$ cat src/tbu16_pkg.sv
// Shared types, register indexes and helper functions for the byte-stream
// to UTF-16 decoder. No dependencies.
package tbu16_pkg;

  // Source encodings selected by the mode register.
  typedef enum logic [1:0] {
    MODE_ASCII    = 2'd0,
    MODE_UTF8     = 2'd1,
    MODE_UTF16_LE = 2'd2,
    MODE_UTF16_BE = 2'd3
  } mode_e;

  // Configuration register indexes.
  typedef enum logic [1:0] {
    REG_ENCODING_MODE    = 2'd0,
    REG_ERROR_ACTION     = 2'd1,
    REG_REPLACEMENT_UNIT = 2'd2,
    REG_UNUSED           = 2'd3
  } reg_idx_e;

  localparam int unsigned CfgIdxW  = 2;
  localparam int unsigned CfgDataW = 16;

  localparam mode_e       ModeReset        = MODE_UTF8;
  localparam logic        ErrorActionReset = 1'b0;
  localparam logic [15:0] ReplUnitReset    = 16'hFFFD;

  localparam logic [31:0] MaxCodePoint  = 32'h0010_FFFF;
  localparam logic [31:0] UpperHalfMask = 32'hFFFF_0000;
  localparam logic [31:0] SuppBase      = 32'h0001_0000;
  localparam logic [15:0] HighSurrBase  = 16'hD800;
  localparam logic [15:0] LowSurrBase   = 16'hDC00;
  localparam logic [7:0]  AsciiMax      = 8'h7F;

  typedef struct packed {
    logic [7:0] source_byte;
    logic       block_end;
  } in_t;

  typedef struct packed {
    logic [15:0] code_unit;
    logic        has_unit;
    logic        bad_char;
    logic        run_last;
    logic        block_done;
  } out_t;

  // Number of continuation bytes announced by a UTF-8 lead byte.
  function automatic logic [2:0] lead_extra(input logic [7:0] b);
    logic [2:0] n;
    n = 3'd0;
    case (b) inside
      [8'hC0:8'hDF]: n = 3'd1;
      [8'hE0:8'hEF]: n = 3'd2;
      [8'hF0:8'hF7]: n = 3'd3;
      [8'hF8:8'hFB]: n = 3'd4;
      [8'hFC:8'hFF]: n = 3'd5;
      default:       n = 3'd0;
    endcase
    return n;
  endfunction

  // Offset removed from the folded sequence, by number of continuation bytes.
  function automatic logic [31:0] utf8_offset(input logic [2:0] len);
    logic [31:0] o;
    case (len)
      3'd0:    o = 32'h0000_0000;
      3'd1:    o = 32'h0000_3080;
      3'd2:    o = 32'h000E_2080;
      3'd3:    o = 32'h03C8_2080;
      3'd4:    o = 32'hFA08_2080;
      default: o = 32'h8208_2080;
    endcase
    return o;
  endfunction

endpackage

$ cat src/text_bytes_to_utf16_decoder_core.sv
// Top level of the byte-stream to UTF-16 decoder: decode logic, pending
// sequence state, configuration registers and the result queue.
// Depends on tbu16_pkg.
//
//   Channel | Direction | Handshake           | Payload
//   --------+-----------+---------------------+----------------------------------
//   in      | input     | in_valid_i/stall_o  | tbu16_pkg::in_t  (byte, block end)
//   out     | output    | out_valid_o/stall_i | tbu16_pkg::out_t (zero or one unit)
//   cfg     | input     | cfg_valid_i/ready_o | register index and write data
//
// One source byte is accepted per cycle unless the input stalls. The byte is
// decoded in the cycle it is accepted and its zero, one or two results are
// written into a four-entry queue that feeds the output. A byte that yields
// a surrogate pair queues two results, drained one at a time. The input
// stalls only while the queue holds more than two results, which is a
// registered condition with no path from out_stall_i. Reset clears the
// configuration to its defaults, drops any pending sequence and empties the
// queue. Configuration writes are always accepted.
module text_bytes_to_utf16_decoder_core (
  input  logic                              clk_i,
  input  logic                              rst_ni,

  input  logic                              in_valid_i,
  output logic                              in_stall_o,
  input  tbu16_pkg::in_t                    in_data_i,

  output logic                              out_valid_o,
  input  logic                              out_stall_i,
  output tbu16_pkg::out_t                   out_data_o,

  input  logic                              cfg_valid_i,
  output logic                              cfg_ready_o,
  input  logic [tbu16_pkg::CfgIdxW-1:0]     cfg_index_i,
  input  logic [tbu16_pkg::CfgDataW-1:0]    cfg_data_i
);
  import tbu16_pkg::*;

  // Configuration registers.
  mode_e       mode_q;
  logic        err_action_q;
  logic [15:0] repl_unit_q;

  // Pending sequence state.
  logic [2:0]  bytes_rem_q,  bytes_rem_d;
  logic [2:0]  seq_len_q,    seq_len_d;
  logic [31:0] acc_q,        acc_d;
  logic [7:0]  held_byte_q,  held_byte_d;
  logic        held_valid_q, held_valid_d;

  // Result queue. Entries are payload only; pointers and count are control.
  out_t        queue_q [4];
  logic [1:0]  wr_ptr_q, rd_ptr_q;
  logic [2:0]  count_q;

  logic        in_accept, out_accept, cfg_write;
  out_t        res0, res1, bad_res;
  logic [1:0]  n_res;
  logic [7:0]  b;
  logic [31:0] acc_shift, code_val, supp_val;
  logic [2:0]  extra;

  assign cfg_ready_o = 1'b1;
  assign cfg_write   = cfg_valid_i && cfg_ready_o;

  // The queue must have room for the two results a byte may produce.
  assign in_stall_o  = (count_q > 3'd2);
  assign in_accept   = in_valid_i && !in_stall_o;
  assign out_valid_o = (count_q != 3'd0);
  assign out_accept  = out_valid_o && !out_stall_i;
  assign out_data_o  = queue_q[rd_ptr_q];

  assign b         = in_data_i.source_byte;
  assign acc_shift = {acc_q[25:0], 6'd0} + {24'd0, b};
  assign code_val  = acc_shift - utf8_offset(seq_len_q);
  assign supp_val  = code_val - SuppBase;
  assign extra     = lead_extra(b);

  // A bad character becomes either the replacement unit or an error flag.
  always_comb begin
    bad_res = '0;
    if (err_action_q) begin
      bad_res.bad_char = 1'b1;
    end else begin
      bad_res.code_unit = repl_unit_q;
      bad_res.has_unit  = 1'b1;
    end
  end

  // Decode one byte against the pending state.
  always_comb begin
    bytes_rem_d  = bytes_rem_q;
    seq_len_d    = seq_len_q;
    acc_d        = acc_q;
    held_byte_d  = held_byte_q;
    held_valid_d = held_valid_q;
    res0         = '0;
    res1         = '0;
    n_res        = 2'd0;

    case (mode_q)
      MODE_ASCII: begin
        n_res = 2'd1;
        if (b == 8'd0 || b > AsciiMax) begin
          res0 = bad_res;
        end else begin
          res0.code_unit = {8'd0, b};
          res0.has_unit  = 1'b1;
        end
      end
      MODE_UTF8: begin
        if (bytes_rem_q == 3'd0) begin
          if (extra == 3'd0) begin
            // Plain ASCII and stray continuation bytes pass through.
            res0.code_unit = {8'd0, b};
            res0.has_unit  = 1'b1;
            n_res          = 2'd1;
          end else begin
            acc_d       = {24'd0, b};
            seq_len_d   = extra;
            bytes_rem_d = extra;
          end
        end else begin
          bytes_rem_d = bytes_rem_q - 3'd1;
          if (bytes_rem_q == 3'd1) begin
            seq_len_d = 3'd0;
            acc_d     = '0;
            if ((code_val & UpperHalfMask) == 32'd0) begin
              res0.code_unit = code_val[15:0];
              res0.has_unit  = 1'b1;
              n_res          = 2'd1;
            end else if (code_val > MaxCodePoint) begin
              res0  = bad_res;
              n_res = 2'd1;
            end else begin
              res0.code_unit = {6'd0, supp_val[19:10]} + HighSurrBase;
              res0.has_unit  = 1'b1;
              res1.code_unit = {6'd0, supp_val[9:0]} + LowSurrBase;
              res1.has_unit  = 1'b1;
              n_res          = 2'd2;
            end
          end else begin
            acc_d = acc_shift;
          end
        end
      end
      default: begin
        // Both UTF-16 byte orders pair up two bytes into one unit.
        if (!held_valid_q) begin
          held_byte_d  = b;
          held_valid_d = 1'b1;
        end else begin
          held_byte_d    = 8'd0;
          held_valid_d   = 1'b0;
          res0.has_unit  = 1'b1;
          n_res          = 2'd1;
          if (mode_q == MODE_UTF16_LE) begin
            res0.code_unit = {b, held_byte_q};
          end else begin
            res0.code_unit = {held_byte_q, b};
          end
        end
      end
    endcase

    // A block end always reports, even when nothing was completed.
    if (n_res == 2'd0 && in_data_i.block_end) begin
      res0  = '0;
      n_res = 2'd1;
    end

    if (n_res == 2'd2) begin
      res1.run_last   = 1'b1;
      res1.block_done = in_data_i.block_end;
    end else begin
      res0.run_last   = 1'b1;
      res0.block_done = in_data_i.block_end;
    end
  end

  // Configuration and pending state. A mode write drops any pending sequence.
  always_ff @(posedge clk_i or negedge rst_ni) begin
    if (!rst_ni) begin
      mode_q       <= ModeReset;
      err_action_q <= ErrorActionReset;
      repl_unit_q  <= ReplUnitReset;
      bytes_rem_q  <= '0;
      seq_len_q    <= '0;
      acc_q        <= '0;
      held_byte_q  <= '0;
      held_valid_q <= 1'b0;
    end else if (cfg_write) begin
      case (reg_idx_e'(cfg_index_i))
        REG_ENCODING_MODE: begin
          mode_q       <= mode_e'(cfg_data_i[1:0]);
          bytes_rem_q  <= '0;
          seq_len_q    <= '0;
          acc_q        <= '0;
          held_byte_q  <= '0;
          held_valid_q <= 1'b0;
        end
        REG_ERROR_ACTION:     err_action_q <= cfg_data_i[0];
        REG_REPLACEMENT_UNIT: repl_unit_q  <= cfg_data_i;
        default: ;
      endcase
    end else if (in_accept) begin
      bytes_rem_q  <= bytes_rem_d;
      seq_len_q    <= seq_len_d;
      acc_q        <= acc_d;
      held_byte_q  <= held_byte_d;
      held_valid_q <= held_valid_d;
    end
  end

  // Result queue control.
  always_ff @(posedge clk_i or negedge rst_ni) begin
    if (!rst_ni) begin
      wr_ptr_q <= '0;
      rd_ptr_q <= '0;
      count_q  <= '0;
    end else begin
      if (in_accept) begin
        wr_ptr_q <= wr_ptr_q + n_res;
      end
      if (out_accept) begin
        rd_ptr_q <= rd_ptr_q + 2'd1;
      end
      count_q <= count_q + (in_accept ? {1'b0, n_res} : 3'd0)
                         - (out_accept ? 3'd1 : 3'd0);
    end
  end

  // Result queue storage.
  always_ff @(posedge clk_i) begin
    if (in_accept) begin
      queue_q[wr_ptr_q] <= res0;
      if (n_res == 2'd2) begin
        queue_q[wr_ptr_q + 2'd1] <= res1;
      end
    end
  end

endmodule
$ cat config.mk
export PLATFORM = sky130hd
export DESIGN_NAME = text_bytes_to_utf16_decoder_core
export DESIGN_NICKNAME = d
export VERILOG_FILES = /design/src/tbu16_pkg.sv /design/src/text_bytes_to_utf16_decoder_core.sv
export SDC_FILE = /design/constraint.sdc
export NUM_CORES = 1
export LEC_CHECK = 0
export ABC_AREA = 1
export BUFFER_PORTS_ARGS = -buffer_cell sky130_fd_sc_hd__buf_4
export CAP_MARGIN = 20
export CORE_AREA = 2 2 154 171
export CTS_CLUSTER_DIAMETER = 120
export DETAILED_ROUTE_END_ITERATION = 8
export DIE_AREA = 0 0 156 173
export PLACE_DENSITY = 0.57
export SYNTH_ARGS = -nofsm -noshare
export SYNTH_HDL_FRONTEND = slang
export SYNTH_SLANG_ARGS = --single-unit
export TNS_END_PERCENT = 1
$ cat constraint.sdc
create_clock -name clk_i -period 4.7 [get_ports clk_i]
set_input_delay 0.94 -clock clk_i [delete_from_list [all_inputs] [get_ports clk_i]]
set_output_delay 0.94 -clock clk_i [all_outputs]
set_load 0.05 [all_outputs]
=== Word-level counts from Yosys, hierarchy flattened ===
Memory sizes are Yosys's and may differ from the RTL's.
Index checks and enable logic that the tools add are counted.

* $add $sub $neg: 11
* $lt $le $gt $ge: 13
* Equal/unequal tests: 13
* Mux-type cells: 73
* Reductions and logical operators: 30

{| class="wikitable"
|+ Operators with widths
! operator !! number
|-
| 17-bit 2-to-1 mux || 11
|-
| 26-bit 2-to-1 mux || 7
|-
| 32-bit one-hot mux with 5 select lines || 1
|-
| 3-bit 2-to-1 mux || 20
|-
| 8-bit greater-or-equal comparator, second input constant || 5
|-
| 8-bit <= comparator, second input constant || 5
|-
| 20-bit 2-to-1 mux || 2
|-
| 8-bit 2-to-1 mux || 5
|-
| 17-bit one-hot mux with 2 select lines || 1
|-
| 11-bit by 15-bit adder with 16-bit output, second input constant || 2
|-
| 32-bit by 8-bit adder with 32-bit output || 1
|-
| 32-bit by 21-bit greater-than comparator with 1-bit output, second input constant || 1
|-
| 32-bit zero test || 1
|-
| 32-bit subtractor || 1
|-
| 20-bit by 17-bit subtractor with 20-bit output, second input constant || 1
|-
| 16-bit 2-to-1 mux || 1
|-
| 2-bit 2-to-1 mux || 8
|-
| 1-bit 2-to-1 mux || 14
|-
| 3-bit zero test || 3
|-
| 9-bit 2-to-1 mux || 1
|-
| 8-bit by 7-bit greater-than comparator with 1-bit output, second input constant || 1
|-
| 1-bit logical AND || 8
|-
| 8-bit zero test || 1
|-
| 2-bit == test, second input constant || 3
|-
| other kinds (24) || 36
|}

* Register bits: 67
* Bits in writable memories: 80
* Input bits: 32
* Output and inout bits: 23
* Logic and storage cells: 152
* Memories kept: 1

{| class="wikitable"
|+ Memories
! name !! depth !! width !! read ports !! clocked after Yosys merged registers in !! write ports !! RTL line !! RTL
|-
| queue_q || 4 || 20 || 1 || 0 || 2 || text_bytes_to_utf16_decoder_core.sv:51 || <nowiki>out_t queue_q [4];</nowiki>
|}

=== Logic depth before layout (Yosys ltp) ===
* Depth after elaboration: 18
* Gate-level depth with buffers: 34
* Mapped depth without buffers: 34

=== Worst setup path before layout ===
No wires, ideal clock.

* Path type: input to register
* Start point: input port in_data_i[8] (netlist bit)
* End point: register count_q[2]
* Data arrival time: 5.480 ns
* Setup slack: -0.903 ns
* Cell stages on the path: 30
* Path buffers: 1
* Cell sequence: clkbuf_1 > inv_1 > fa_1 > inv_1 > nand2_1 > nor2_1 > inv_1 > o21ai_0 > inv_1 > ha_1 > inv_1 > nor2_1 > nand2_1 > nand2_1 > nand2_1 > nand2_1 > xor2_1 > ha_1 > nand3_1 > nor2_2 > nor2_2 > nand2_1 > inv_1 > o221ai_1 > nand2_1 > ha_1 > inv_1 > ha_1 > fa_1 > xnor2_1

* Longest elaborated chain between the ends: 17

{| class="wikitable"
|+ Ends and longest elaborated chain
! element !! RTL line !! RTL
|-
| from (decl) || text_bytes_to_utf16_decoder_core.sv:25 || <nowiki>input tbu16_pkg::in_t in_data_i,</nowiki>
|-
| branches (longest 9 deep; another with 32-bit by 8-bit adder with 32-bit output) || - ||
|-
| 2-bit 2-to-1 mux * || text_bytes_to_utf16_decoder_core.sv:111 || <nowiki>if (bytes_rem_q == 3'd0) begin</nowiki>
|-
| 2-bit one-hot mux with 2 select lines * || text_bytes_to_utf16_decoder_core.sv:100 || <nowiki>case (mode_q)</nowiki>
|-
| 2-bit zero test || text_bytes_to_utf16_decoder_core.sv:166 || <nowiki>if (n_res == 2'd0 && in_data_i.block_end) begin</nowiki>
|-
| 1-bit logical AND || text_bytes_to_utf16_decoder_core.sv:166 ||
|-
| 2-bit 2-to-1 mux * || text_bytes_to_utf16_decoder_core.sv:166 ||
|-
| 2-bit 2-to-1 mux * || text_bytes_to_utf16_decoder_core.sv:227 || <nowiki>count_q <= count_q + (in_accept ? {1'b0, n_res} : 3'd0)</nowiki>
|-
| 3-bit by 2-bit adder with 3-bit output * || text_bytes_to_utf16_decoder_core.sv:227 ||
|-
| 3-bit by 1-bit subtractor with 3-bit output * || text_bytes_to_utf16_decoder_core.sv:228 || <nowiki>- (out_accept ? 3'd1 : 3'd0);</nowiki>
|-
| to (signal assigned) || text_bytes_to_utf16_decoder_core.sv:227 ||
|-
| to (decl) || text_bytes_to_utf16_decoder_core.sv:53 || <nowiki>logic [2:0] count_q;</nowiki>
|}

Mark *: on every way between the ends.
A chain may end at the register's enable or synchronous reset.

=== Final worst setup path ===
* Start point: input port in_data_i[7] (netlist bit)
* End point: register count_q[1]

Same word-level chain as after synthesis.

==> impl_results.md <==
* Lkg Pwr at 0.00615 uW
* CP arrival at 5320 ps
* Largest net degree at the start of global routing at 68
* Final setup TNS at -6360 ps
* VDD IR max at 0.601 mV
* Cells after Synth at 1368
* Sw frac at 49.6%
* Part of the Yosys area used for sequential elements at 40.2%
* Initial core utilization at 39.8%
* Share of layout cells above drive strength 1 at 26.4%
* Commonest non-fill, non-tap cells in the layout: nand2_1, buf_4, inv_1
* Switching pwr at 4710 uW
* Ant diodes at 0
* Htree depth at 4
* Syn Std Cell Area at 0.0100 sq mm
* Die Height at 173 um
* Critical R2R Capture: count_q[1]
* First-pass GRT wire length at 53400 um
* Syn avg cell area at 7.31 sq um
* Worst min-delay path category: flop to flop
* Hold Buf Count CTS at 0
* Initial drt markers at 930
* CTS root buf: clkbuf_16
* Drt drc at 0
* Crit end category: flop
* Worst path most repeated cell: nand2_1
* WL per Instance at 17.8 um
* Cell Int Power at 4780 uW
* Clock sinks at 147
* Setup Skew at 16.3 ps
* Syn-to-layout area delta at 31.0%
* Total grt overflow at 0
* Final setup fails at 96
* Placed cell areas at 0.0121 sq mm
* Clock latency on the worst-skew pair at 440 ps
* Worst R2R Path Depth at 31
* Post-route ant nets at 0
* Area of the multi-input gates at 0.00558 sq mm
* CP Launch Type: primary input
* PD cells at 724 mW/mm^2
* Worst slew margin at 34.9%
* I/O Pins at 55
* Clock power share at 15.0%
* DIE WIDTH at 156 um
* Period minus WS final at 5010 ps
* Via count of the first global-routing pass at 9945
* Final Max Tran Viols at 0
* Gpl congestion at 0.960
* Flop pwr share at 19.7%
* Clock slew seen by the registers of the worst setup and hold paths at 70 ps
* Period utilisation layout at 107%
* Fin nets at 1631
* Hold Path Cell Cnt at 2
* Max Clk Rate at 0.200 GHz
* Worst Max-Slew Pin Slew at 968 ps
* Yosys reg bits at 147
* Detailed Place HPWL at 25600 um
* Clk buf depth at 2
* Initial antenna violation count at 0
* Reg2reg setup slack at -140 ps
* Failing checks: negative setup slack
* Max-Cap Viols at 0
* Final instance area at 0.0131 sq mm
* CP Data Required Time at 5010 ps
* Slowest cell delay on critical path at 410 ps
* Overall Global Routing Usage at 25.4%
* Final worst slack at -310 ps
* CTS tree: yes
* Hold Crit Start: repl_unit_q[6]
* I/O Buffers at 53
* WHS Endpoint: repl_unit_q[6]
* Number of fillers in the final layout at 2451
* RSZ-0062 raised after global routing: yes
* Syn_nets at 1427
* Die area at 0.0270 sq mm
* Slowest cell on the critical path: fa_2
* Critical-path maximum fanout at 4
* Status: finished with violations
* Commonest non-fill, non-tap cell in the layout: nand2_1
* R2r startpoint: acc_q[0]
* 1st-pass router iterations at 5
* Core Footprint at 0.0251 sq mm
* Post-DR vias/cell at 5.38
* CTS Buf Count at 17
* Final hold viol count at 0
* Reg area at 0.00402 sq mm
* Final WL at 33900 um
* Critical path type: primary input to flop
* Row cnt at 61
* Comb power frac at 65.4%
* Vias at 10200
* Yosys warns at 0
* Yosys cell types at 49
==> per-layer routing <==
metal	vias to the layer above	part of all wire, %	global-route usage [%]
met5	-	0	0
met3	98	5.8	3.73
met2	400	49	43.4
li1	4988	-	-
met4	0	4.6	11.9
met1	4730	41	31.4
==> logic make-up (layout without fill, tap and decap cells) <==
| group | after synthesis | count (layout) | synth area share (%) |
|---|---|---|---|
| xor+xnor | 28 | 28 | 2.53 |
| buf+inv | 216 | 433 | 8.20 |
| mux | 13 | 13 | 1.46 |
| fa+ha+maj | 27 | 27 | 3.53 |
| simple gates | 673 | 673 | 29.3 |
| other cells | 1 | 1 | 0.0375 |
| compound gates | 263 | 263 | 14.7 |
| flops | 147 | 147 | 40.2 |
==> power groups by stage <==
stage,logic [uW],registers [uW],clock network [uW]
after global placement,5940,1870,0
after CTS,6100,1850,1440
final,6200,1860,1420
after global routing,6820,1900,1480
after detailed placement,5990,1870,0
after floorplan,3750,1820,0
==> worst max-delay path by stage <==
stage / startpoint / to / slack [ps] / depth (start not counted)
floorplan: in_data_i[7] / count_q[1] / -350 / 30
global route: in_data_i[8] / count_q[2] / -640 / 34
CTS: in_data_i[7] / count_q[1] / -280 / 33
global placement: in_data_i[8] / count_q[1] / -990 / 33
detailed placement: in_data_i[8] / count_q[1] / -1030 / 33
finish: in_data_i[7] / count_q[1] / -310 / 32
==> stage by stage <==
step	setup slack [ps]	hold slack, ps	utilization (%)	total power (uW)	std cells
detailed placement	-1030	483	48.3	7860	1859
floorplan	-349	452	-	5580	1368
finish	-310	489	52.2	9480	1900
global placement	-993	473	48.3	7820	1859
CTS	-277	493	51.4	9390	1896
global route	-640	525	52.2	10200	1900
==> synth_stat cells, drive strengths merged <==
cell,n,area [sq um]
nand3,130,663
clkbuf,44,165
o221ai,4,35.0
and2,1,6.26
dfrtp,51,1280
dfxtp,8,160
nand2,337,1310
o31ai,3,22.5
nor3,17,96.4
conb,1,3.75
edfxtp,72,2160
o22ai,41,257
a21oi,60,319
a31oi,8,50.1
inv,168,631
fa,2,40.0
o41ai,2,17.5
nand3b,3,22.5
nor2,153,636
xnor2,5,43.8
dfstp,16,420
a21boi,3,26.3
nand4,20,125
o21bai,3,22.5
o211ai,10,75.1
ha,25,313
nor4,3,18.8
a22oi,1,7.51
o21ai,127,636
mux2,13,146
o21a,1,7.51
buf,4,25.0
xor2,23,209
or3,1,6.26
or2,8,50.1
==> layout make-up <==
type / instances / area share [%]
Clock inverter: 15 / 1.24
Tap cell: 315 / 3.01
Inverter: 168 / 4.85
Clock buffer: 17 / 3.25
Multi-Input combinational cell: 1005 / 42.6
Sequential cell: 147 / 30.7
Timing Repair Buffer: 233 / 14.4
==> flip-flops by register name, indices dropped and copies added, names as in the netlist <==
signal        cells
queue_q          80
acc_q            26
repl_unit_q      16
held_byte_q       8
bytes_rem_q       3
count_q           3
seq_len_q         3
mode_q            2
rd_ptr_q          2
wr_ptr_q          2
err_action_q      1
held_valid_q      1
==> repair_timing <==
action / 4_1_cts / 5_1_grt
buffers inserted: 5 / 4
gates resized for setup: 35 / 38
pin swaps: 20 / 23
endpoints found under the setup margin: 154 / 157
==> critical path: cells and delay by family <==
| family | cells | cell delay, ps |
|---|---|---|
| buffers and inverters | 5 | 340 |
| and+or+nand+nor | 18 | 2030 |
| xor gates and xnor gates | 1 | 180 |
| AOI/OAI and AO/OA | 2 | 190 |
| adders and majority gates | 6 | 1640 |
No activity file was read; power rests on OpenSTA's default activity.
